### src/design/sha1_pkg.sv
// Shared constants, types and round functions for the SHA-1 digest block.
package sha1_pkg;

  localparam int unsigned WORD_W  = 32;
  localparam int unsigned BYTE_W  = 8;
  localparam int unsigned INDEX_W = 3;
  localparam int unsigned COUNT_W = 61;
  localparam int unsigned ROUNDS  = 80;
  localparam int unsigned DIGEST_WORDS = 5;

  typedef logic [WORD_W-1:0] word_t;

  localparam logic [BYTE_W-1:0] PAD_BYTE = 8'h80;

  localparam word_t INIT_H0 = 32'h67452301;
  localparam word_t INIT_H1 = 32'hEFCDAB89;
  localparam word_t INIT_H2 = 32'h98BADCFE;
  localparam word_t INIT_H3 = 32'h10325476;
  localparam word_t INIT_H4 = 32'hC3D2E1F0;

  localparam word_t K_R0 = 32'h5A827999;
  localparam word_t K_R1 = 32'h6ED9EBA1;
  localparam word_t K_R2 = 32'h8F1BBCDC;
  localparam word_t K_R3 = 32'hCA62C1D6;

  function automatic word_t init_chain(input logic [INDEX_W-1:0] idx);
    word_t v;
    case (idx)
      3'd0:    v = INIT_H0;
      3'd1:    v = INIT_H1;
      3'd2:    v = INIT_H2;
      3'd3:    v = INIT_H3;
      default: v = INIT_H4;
    endcase
    return v;
  endfunction

  function automatic word_t round_const(input logic [6:0] rnd);
    word_t v;
    if (rnd < 7'd20) begin
      v = K_R0;
    end else if (rnd < 7'd40) begin
      v = K_R1;
    end else if (rnd < 7'd60) begin
      v = K_R2;
    end else begin
      v = K_R3;
    end
    return v;
  endfunction

  function automatic word_t round_func(input logic [6:0] rnd, input word_t b,
                                       input word_t c, input word_t d);
    word_t v;
    if (rnd < 7'd20) begin
      v = (b & c) | (~b & d);
    end else if (rnd < 7'd40) begin
      v = b ^ c ^ d;
    end else if (rnd < 7'd60) begin
      v = (b & c) | (b & d) | (c & d);
    end else begin
      v = b ^ c ^ d;
    end
    return v;
  endfunction

endpackage

### src/design/sha1_in_if.sv
// Message byte channel: valid/ready handshake with one byte per request.
interface sha1_in_if
  import sha1_pkg::*;
  ();
  logic              valid;
  logic              ready;
  logic [BYTE_W-1:0] data_byte;
  logic              byte_present;
  logic              end_of_message;

  modport source (output valid, data_byte, byte_present, end_of_message, input ready);
  modport sink   (input valid, data_byte, byte_present, end_of_message, output ready);
endinterface

### src/design/sha1_out_if.sv
// Digest word channel: valid/ready handshake with one digest word per request.
interface sha1_out_if
  import sha1_pkg::*;
  ();
  logic               valid;
  logic               ready;
  logic [WORD_W-1:0]  digest_word;
  logic [INDEX_W-1:0] word_index;
  logic               last_word;

  modport source (output valid, digest_word, word_index, last_word, input ready);
  modport sink   (input valid, digest_word, word_index, last_word, output ready);
endinterface

### src/design/sha1_message_digest.sv
// SHA-1 digest engine: byte input, 16-word block memory, one round per cycle.
//
// msg carries one request per message byte (byte_present) and flags the final
// request with end_of_message; a request with neither flag changes nothing,
// and end_of_message without a byte closes the message at the bytes taken.
// digest returns five 32-bit words, index 0 first, last_word on index 4.
//
// Bytes are packed big-endian into a 16 x 32 block memory, one byte per cycle
// while the engine is idle. Each full block is read out of the memory into
// the schedule window, runs 80 rounds at one per cycle and is added into the
// chaining words; msg is held off meanwhile, so no new byte is taken until
// the block is done.
// Closing a message writes the pad and length words and compresses one or
// two more blocks; the digest then sits in an output buffer and the chaining
// state returns to the initial values, so the next message may start while
// the five words drain.
//
// rst is synchronous and clears the control state and chaining words; the
// block memory holds no reset value. If digest is stalled, bytes keep being
// taken, but a finished digest waits in DONE until the previous one has gone.
module sha1_message_digest
  import sha1_pkg::*;
(
  input  logic        clk,
  input  logic        rst,
  sha1_in_if.sink     msg,
  sha1_out_if.source  digest
);

  typedef enum logic [2:0] {
    IDLE, LOAD, ROUND, ADD, PAD_HEAD, PAD_FILL, DONE
  } state_t;

  state_t state;

  logic [WORD_W-1:0] block_mem [16];
  logic              mem_we;
  logic [3:0]        mem_waddr;
  word_t             mem_wdata;
  word_t             mem_rdata;

  word_t             chain [DIGEST_WORDS];
  word_t             obuf [DIGEST_WORDS];
  word_t             win [16];
  word_t             ra, rb, rc, rd, re;
  logic [23:0]       acc;
  logic [COUNT_W-1:0] byte_count;
  logic [6:0]        rnd;
  logic [4:0]        ld;
  logic [3:0]        pw;
  logic              fin, padding, pad_two, second;
  logic              out_busy;
  logic [INDEX_W-1:0] oidx;

  logic [5:0]  pos;
  logic [63:0] bit_len;
  logic        len_block;
  logic        msg_fire;
  word_t       head_word;
  word_t       fill_word;
  word_t       w_new;
  word_t       w_cur;
  word_t       t_sum;

  assign pos       = byte_count[5:0];
  assign bit_len   = {byte_count, 3'b000};
  assign len_block = !pad_two || second;
  assign msg.ready = (state == IDLE);
  assign msg_fire  = msg.valid && msg.ready;

  // pad word: earlier bytes of the partial word, then the 0x80 marker
  always_comb begin
    case (pos[1:0])
      2'd0:    head_word = {PAD_BYTE, 24'h0};
      2'd1:    head_word = {acc[23:16], PAD_BYTE, 16'h0};
      2'd2:    head_word = {acc[23:8], PAD_BYTE, 8'h0};
      default: head_word = {acc, PAD_BYTE};
    endcase
  end

  always_comb begin
    if (len_block && pw == 4'd14) begin
      fill_word = bit_len[63:32];
    end else if (len_block && pw == 4'd15) begin
      fill_word = bit_len[31:0];
    end else begin
      fill_word = '0;
    end
  end

  always_comb begin
    mem_we    = 1'b0;
    mem_waddr = pos[5:2];
    mem_wdata = {acc, msg.data_byte};
    case (state)
      IDLE: begin
        mem_we = msg_fire && msg.byte_present && (pos[1:0] == 2'd3);
      end
      PAD_HEAD: begin
        mem_we    = 1'b1;
        mem_wdata = head_word;
      end
      PAD_FILL: begin
        mem_we    = 1'b1;
        mem_waddr = pw;
        mem_wdata = fill_word;
      end
      default: mem_we = 1'b0;
    endcase
  end

  always_ff @(posedge clk) begin
    if (mem_we) begin
      block_mem[mem_waddr] <= mem_wdata;
    end
    mem_rdata <= block_mem[ld[3:0]];
  end

  // schedule window: win[k] holds w[j-16+k] once j reaches 16
  assign w_new = {win[13][30:0] ^ win[8][30:0] ^ win[2][30:0] ^ win[0][30:0],
                  win[13][31] ^ win[8][31] ^ win[2][31] ^ win[0][31]};
  assign w_cur = (rnd < 7'd16) ? win[0] : w_new;
  assign t_sum = {ra[26:0], ra[31:27]} + round_func(rnd, rb, rc, rd) + re
                 + round_const(rnd) + w_cur;

  assign digest.valid       = out_busy;
  assign digest.digest_word = obuf[oidx];
  assign digest.word_index  = oidx;
  assign digest.last_word   = (oidx == INDEX_W'(DIGEST_WORDS - 1));

  always_ff @(posedge clk) begin
    if (rst) begin
      state      <= IDLE;
      byte_count <= '0;
      rnd        <= '0;
      ld         <= '0;
      pw         <= '0;
      fin        <= 1'b0;
      padding    <= 1'b0;
      pad_two    <= 1'b0;
      second     <= 1'b0;
      out_busy   <= 1'b0;
      oidx       <= '0;
      for (int i = 0; i < DIGEST_WORDS; i++) begin
        chain[i] <= init_chain(INDEX_W'(i));
      end
    end else begin
      if (digest.valid && digest.ready) begin
        if (oidx == INDEX_W'(DIGEST_WORDS - 1)) begin
          out_busy <= 1'b0;
          oidx     <= '0;
        end else begin
          oidx <= oidx + 1'b1;
        end
      end

      case (state)
        IDLE: begin
          if (msg_fire) begin
            if (msg.byte_present) begin
              case (pos[1:0])
                2'd0:    acc[23:16] <= msg.data_byte;
                2'd1:    acc[15:8]  <= msg.data_byte;
                2'd2:    acc[7:0]   <= msg.data_byte;
                default: acc        <= acc;
              endcase
              byte_count <= byte_count + 1'b1;
              if (pos == 6'd63) begin
                fin   <= msg.end_of_message;
                ld    <= '0;
                state <= LOAD;
              end else if (msg.end_of_message) begin
                state <= PAD_HEAD;
              end
            end else if (msg.end_of_message) begin
              state <= PAD_HEAD;
            end
          end
        end

        LOAD: begin
          if (ld == 5'd0) begin
            ra <= chain[0];
            rb <= chain[1];
            rc <= chain[2];
            rd <= chain[3];
            re <= chain[4];
          end else begin
            for (int i = 0; i < 15; i++) begin
              win[i] <= win[i+1];
            end
            win[15] <= mem_rdata;
          end
          if (ld == 5'd16) begin
            rnd   <= '0;
            state <= ROUND;
          end else begin
            ld <= ld + 1'b1;
          end
        end

        ROUND: begin
          for (int i = 0; i < 15; i++) begin
            win[i] <= win[i+1];
          end
          win[15] <= w_cur;
          re <= rd;
          rd <= rc;
          rc <= {rb[1:0], rb[31:2]};
          rb <= ra;
          ra <= t_sum;
          if (rnd == 7'(ROUNDS - 1)) begin
            rnd   <= '0;
            state <= ADD;
          end else begin
            rnd <= rnd + 1'b1;
          end
        end

        ADD: begin
          chain[0] <= chain[0] + ra;
          chain[1] <= chain[1] + rb;
          chain[2] <= chain[2] + rc;
          chain[3] <= chain[3] + rd;
          chain[4] <= chain[4] + re;
          if (padding && len_block) begin
            state <= DONE;
          end else if (padding) begin
            second <= 1'b1;
            pw     <= '0;
            state  <= PAD_FILL;
          end else if (fin) begin
            fin   <= 1'b0;
            state <= PAD_HEAD;
          end else begin
            state <= IDLE;
          end
        end

        PAD_HEAD: begin
          padding <= 1'b1;
          pad_two <= (pos >= 6'd56);
          second  <= 1'b0;
          pw      <= pos[5:2] + 1'b1;
          if (pos[5:2] == 4'd15) begin
            ld    <= '0;
            state <= LOAD;
          end else begin
            state <= PAD_FILL;
          end
        end

        PAD_FILL: begin
          pw <= pw + 1'b1;
          if (pw == 4'd15) begin
            ld    <= '0;
            state <= LOAD;
          end
        end

        DONE: begin
          if (!out_busy) begin
            for (int i = 0; i < DIGEST_WORDS; i++) begin
              obuf[i]  <= chain[i];
              chain[i] <= init_chain(INDEX_W'(i));
            end
            out_busy   <= 1'b1;
            oidx       <= '0;
            byte_count <= '0;
            padding    <= 1'b0;
            pad_two    <= 1'b0;
            second     <= 1'b0;
            state      <= IDLE;
          end
        end

        default: state <= IDLE;
      endcase
    end
  end

endmodule
### src/flat_wrapper.sv
// flat-port wrapper written by rule: the top's interface ports become plain ports
module sha1_message_digest_flat import sha1_pkg::*;
  (clk, rst, msg_valid, msg_data_byte, msg_byte_present, msg_end_of_message, msg_ready, digest_valid, digest_digest_word, digest_word_index, digest_last_word, digest_ready);
  sha1_in_if msg_i ();
  sha1_out_if digest_i ();
  input  logic clk;
  input  logic rst;
  input wire logic [$bits(msg_i.valid)-1:0] msg_valid;
  input wire logic [$bits(msg_i.data_byte)-1:0] msg_data_byte;
  input wire logic [$bits(msg_i.byte_present)-1:0] msg_byte_present;
  input wire logic [$bits(msg_i.end_of_message)-1:0] msg_end_of_message;
  output wire logic [$bits(msg_i.ready)-1:0] msg_ready;
  output wire logic [$bits(digest_i.valid)-1:0] digest_valid;
  output wire logic [$bits(digest_i.digest_word)-1:0] digest_digest_word;
  output wire logic [$bits(digest_i.word_index)-1:0] digest_word_index;
  output wire logic [$bits(digest_i.last_word)-1:0] digest_last_word;
  input wire logic [$bits(digest_i.ready)-1:0] digest_ready;
  assign msg_i.valid = msg_valid;
  assign msg_i.data_byte = msg_data_byte;
  assign msg_i.byte_present = msg_byte_present;
  assign msg_i.end_of_message = msg_end_of_message;
  assign msg_ready = msg_i.ready;
  assign digest_valid = digest_i.valid;
  assign digest_digest_word = digest_i.digest_word;
  assign digest_word_index = digest_i.word_index;
  assign digest_last_word = digest_i.last_word;
  assign digest_i.ready = digest_ready;
  sha1_message_digest u_core (.clk(clk), .rst(rst), .msg(msg_i), .digest(digest_i));
endmodule
### config.mk
export PLATFORM = sky130hd
export DESIGN_NAME = sha1_message_digest_flat
export DESIGN_NICKNAME = d
export VERILOG_FILES = /design/src/design/sha1_pkg.sv /design/src/design/sha1_in_if.sv /design/src/design/sha1_out_if.sv /design/src/design/sha1_message_digest.sv /design/src/flat_wrapper.sv
export SDC_FILE = /design/constraint.sdc
export NUM_CORES = 2
export LEC_CHECK = 0
export BUFFER_PORTS_ARGS = -buffer_cell sky130_fd_sc_hd__buf_4
export CAP_MARGIN = 20
export CORE_MARGIN = 5
export CORE_UTILIZATION = 40
export CTS_BUF_LIST = sky130_fd_sc_hd__clkbuf_16
export DETAILED_ROUTE_END_ITERATION = 10
export SYNTH_ARGS = -nofsm -noshare
export SYNTH_HDL_FRONTEND = slang
export SYNTH_SLANG_ARGS = --single-unit
### constraint.sdc
create_clock -name clk -period 33.6 [get_ports clk]
set_input_delay 1.68 -clock clk [delete_from_list [all_inputs] [get_ports clk]]
set_output_delay 1.68 -clock clk [all_outputs]
set_load 0.01 [all_outputs]
==> results.sh <==
export IMPL_synthTopCellsByArea="edfxtp_1, mux4_2, ha_1"
export IMPL_critPathRequiredTime_ns=34.09
export IMPL_wl_um=178000
export IMPL_rows=157
export IMPL_min_path_type="reg -> reg"
export IMPL_fill_cells=16018
export IMPL_maxCapViolations=0
export IMPL_gp_congestion=0.869
export IMPL_slew_headroom_pct=26.3
export IMPL_hold_path_depth=0
export IMPL_grt_use_met1_pct=26.6
export IMPL_fmax_ghz=0.141
export IMPL_cts_tree="yes"
export IMPL_dp_hpwl_um=116000
export IMPL_power_density_nw_per_um2=70.3
export IMPL_min_period_over_period_pct=21.1
export IMPL_root_buffer="clkbuf_16"
export IMPL_wl_per_cell_um=23.3
export IMPL_synth_top_cell_area_share_pct=62.5
export IMPL_synth_cell_types=88
export IMPL_hold_viol=0
export IMPL_initial_core_util_pct=40.2
export IMPL_period_minus_slack_ns=7.10
export IMPL_layout_nets=5499
export IMPL_vias_per_cell=5.42
export IMPL_leakagePower_nw=28.1
export IMPL_grt_ovfl_total=0
export IMPL_antenna_found_initial=3
export IMPL_setup_viol=0
export IMPL_power_share_clock_pct=31.2
export IMPL_cts_resized=0
export IMPL_synth_top_family_by_area="simple AND/OR/NAND/NOR gates"
export IMPL_rsz0062_at_grt="no"
export IMPL_synth_area_mux_share_pct=7.17
export IMPL_fin_setup_tns_ns=0
export IMPL_syn_area_per_cell_um2=14.7
export IMPL_synth_warnings=0
export IMPL_die_w_um=438
export IMPL_grt_pass1_wl_um=264000
export IMPL_ant_nets=0
export IMPL_synth_compound_area_share_pct=6.59
export IMPL_layout_drive_gt1_share_pct=12.8
export IMPL_clock_path_buffers=3
export IMPL_syn_inst=4986
export IMPL_reg2reg_to="u_core.ra[31]"
export IMPL_critPathLaunchType="flip-flop"
export IMPL_synth_nets=5356
export IMPL_clock_sinks=1648
export IMPL_clkTransAtPathRegs_ns=0.06
export IMPL_vias=41512
export IMPL_status="finished clean"
export IMPL_ios=52
export IMPL_synth_xor_area_share_pct=3.67
export IMPL_drt_iter0_markers=4327
export IMPL_r2r_cells=25
export IMPL_synth_top_flop_cell="edfxtp_1"
export IMPL_cts_hold_buf=0
export IMPL_hold_end="u_core.win[1][48]"
export IMPL_yosys_area_share_adder_pct=7.34
export IMPL_ys_ff_latch=1648
export IMPL_r2r_start="u_core.rnd[4]"
export IMPL_synth_area_leader_cell="edfxtp_1"
export IMPL_die_h_um=438
export IMPL_synth_simple_area_share_pct=7.39
export IMPL_track_usage_pct=18.3
export IMPL_grt_max_degree=100
export IMPL_swShare_pct=30.5
export IMPL_final_cells=7656
export IMPL_cp_max_fo=35
export IMPL_worstSetupEndpointType="flip-flop"
export IMPL_synthToLayoutAreaGrowth_pct=12.2
export IMPL_ys_seq_area_share_pct=65.8
export IMPL_grt_pass1_vias=40618
export IMPL_power_switching_w=0.00177
export IMPL_grtUsageMet3_pct=2.85
export IMPL_numCtsBuffers=168
export IMPL_hold_start="u_core.win[1][80]"
export IMPL_drcViolationCount=0
export IMPL_ctsHtreeMaxLevel=4
export IMPL_cts_setup_buffers=0
export IMPL_ff2ff_setup_slack_ns=26.50
export IMPL_critPathArrivalTime_ns=7.59
export IMPL_combPwrFrac_pct=24.1
export IMPL_p_int_w=0.00402
export IMPL_dr_pass1_iters=5
export IMPL_ys_async_sr_fraction_pct=0
export IMPL_grt_busiest_layer="met2"
export IMPL_numPortBuffers=51
export IMPL_crit_type="reg -> reg"
export IMPL_final_max_slew_viol_count=0
export IMPL_dp_cells=7342
export IMPL_tightestPinTransition_ns=1.10
export IMPL_clk_latency_ns=0.80
export IMPL_fin_skew_ns=0.0375
export IMPL_synth_edf_count=1528
export IMPL_syn_area_um2=73400
export IMPL_p_seq_share_pct=44.8
export IMPL_coreArea_um2=183000
export IMPL_irDropWorstVdd_v=0.0000575
export IMPL_dieArea_um2=192000
export IMPL_grt_met2_usage_pct=28.9
## worst max-delay path, stage by stage, from the launching register on
cell and delay, ns:
dfxtp_1 0.47, o21ai_0 0.17, nand2_2 0.09, buf_4 0.44, nand2_1 0.58, buf_4 0.42, nor2_1 0.11, a211oi_1 0.07
fa_1 0.55, inv_1 0.06, fa_1 0.51, fa_1 0.55, inv_1 0.04, ha_1 0.21, inv_1 0.08, fa_1 0.21
nor2b_1 0.07, o31ai_1 0.35, a21oi_1 0.16, nor2_1 0.22, o21ai_0 0.17, o41ai_1 0.59, o2111ai_1 0.22, a21oi_1 0.21
xnor2_1 0.13, o21ai_0 0.08
## layout make-up
cell class | instances | area [µm²] | share of cell area [%]
diodes | 1 | 2.50 | 0.00304
inverters | 226 | 848 | 1.03
clock buffers | 170 | 4250 | 5.17
well taps | 2385 | 2980 | 3.63
clock inverters | 141 | 1070 | 1.30
multi-input cells | 2947 | 23800 | 28.9
repair buffers | 138 | 1070 | 1.30
flip-flops and latches | 1648 | 48300 | 58.7
## cell families after synthesis
logic type                 after synthesis
DFF                                   1648
muxes                                  279
xor gates and xnor gates               307
buffers and inverters                  391
adders and majority gates              356
AOI/OAI and AO/OA                      768
and+or+nand+nor                       1237
## stage by stage
stage / util, % / power, W / setup WS (ns) / hold slack (ns) / cell area, µm²
2_1_floorplan: - / 0.00367 / 5.43 / 0.400 / 73400
3_3_place_gp: 42.1 / 0.00400 / 26.70 / 0.400 / 76900
3_5_place_dp: 42.1 / 0.00402 / 26.54 / 0.405 / 76900
4_1_cts: 45.0 / 0.00583 / 26.50 / 0.390 / 82300
5_1_grt: 45.1 / 0.00609 / 25.96 / 0.407 / 82300
6_report: 45.1 / 0.00579 / 26.50 / 0.396 / 82300
## synth_stat cells, types with 28 or more instances
library cell	count
nand3_1	55
o21bai_1	31
a21oi_1	193
xor2_1	105
nor2b_1	52
mux2i_1	36
nand2_1	627
xnor2_1	202
nor3_1	42
nor2_1	291
fa_1	124
o21a_1	28
ha_1	232
mux4_2	192
a21o_1	82
inv_1	226
dfxtp_1	120
a31oi_1	28
clkbuf_1	134
edfxtp_1	1528
and3_1	30
o21ai_0	242
mux2_2	51
nand2b_1	36
## metal layers
layer,vias to the layer above,wire length (µm)
li1,18852,-
met1,21054,80000
met2,1348,82200
met3,258,11400
met4,0,4450
met5,-,0
## power by group through the flow
stage / Combinational [W] / Clock (W) / Sequential (W)
2_1_floorplan: 0.00101 / 0 / 0.00266
6_report: 0.00139 / 0.00180 / 0.00259
3_3_place_gp: 0.00137 / 0 / 0.00263
5_1_grt: 0.00155 / 0.00193 / 0.00260
4_1_cts: 0.00140 / 0.00185 / 0.00259
3_5_place_dp: 0.00138 / 0 / 0.00263
## placed cells by master, fill, tap and decap left out, types with 9 or more instances in the layout
cell / netlist / routed
o21ai_1: 5 / 10
and2_1: 14 / 14
ha_1: 232 / 232
mux2i_1: 36 / 36
xnor2_1: 202 / 202
inv_1: 226 / 270
and4_1: 9 / 9
buf_4: 0 / 134
o211ai_1: 13 / 13
mux2_2: 51 / 51
nand4_1: 23 / 23
o32ai_1: 14 / 14
clkinv_2: 0 / 28
a21o_1: 82 / 82
xor2_1: 105 / 105
nor2_4: 1 / 20
and3_1: 30 / 30
nand2b_1: 36 / 36
o21ai_0: 242 / 237
nand2_1: 627 / 623
nand3_1: 55 / 55
o21bai_1: 31 / 31
nor3_1: 42 / 40
nor2_1: 291 / 272
o31ai_1: 9 / 9
a21oi_1: 193 / 192
a31oi_1: 28 / 28
clkbuf_16: 0 / 170
o21a_1: 28 / 28
or3_1: 22 / 22
edfxtp_1: 1528 / 1528
a211oi_1: 23 / 23
dfxtp_1: 120 / 112
o32a_1: 13 / 13
nor2b_1: 52 / 52
mux4_2: 192 / 192
clkinv_1: 0 / 38
fa_1: 124 / 124
bufinv_16: 0 / 12
## registers in the layout (all words and copies together) (netlist names), 3 cells and up
name                      flops
u_core.rd                    32
u_core.obuf                 160
u_core.chain                160
u_core.rc                    32
u_core.block_mem            512
u_core.state                  3
u_core.ra                    32
u_core.pw                     4
u_core.byte_count            61
u_core.acc                   24
u_core.mem_rdata             32
u_core.win                  512
u_core.digest.word_index      3
u_core.rb                    32
u_core.re                    32
u_core.rnd                    7
u_core.ld                     5
## how the worst max path moves through the flow
stage | from | end | slack [ns] | depth (start not counted)
floorplan | rst | u_core.win[0][0] | 5.43 | 3
global placement | u_core.rnd[4] | u_core.ra[31] | 26.70 | 25
detailed placement | u_core.rnd[4] | u_core.ra[31] | 26.54 | 25
CTS | u_core.rnd[4] | u_core.ra[31] | 26.50 | 25
global route | u_core.rnd[4] | u_core.ra[31] | 25.96 | 25
finish | u_core.rnd[4] | u_core.ra[31] | 26.50 | 25
Note: power is estimated with default switching activity, not from simulation.
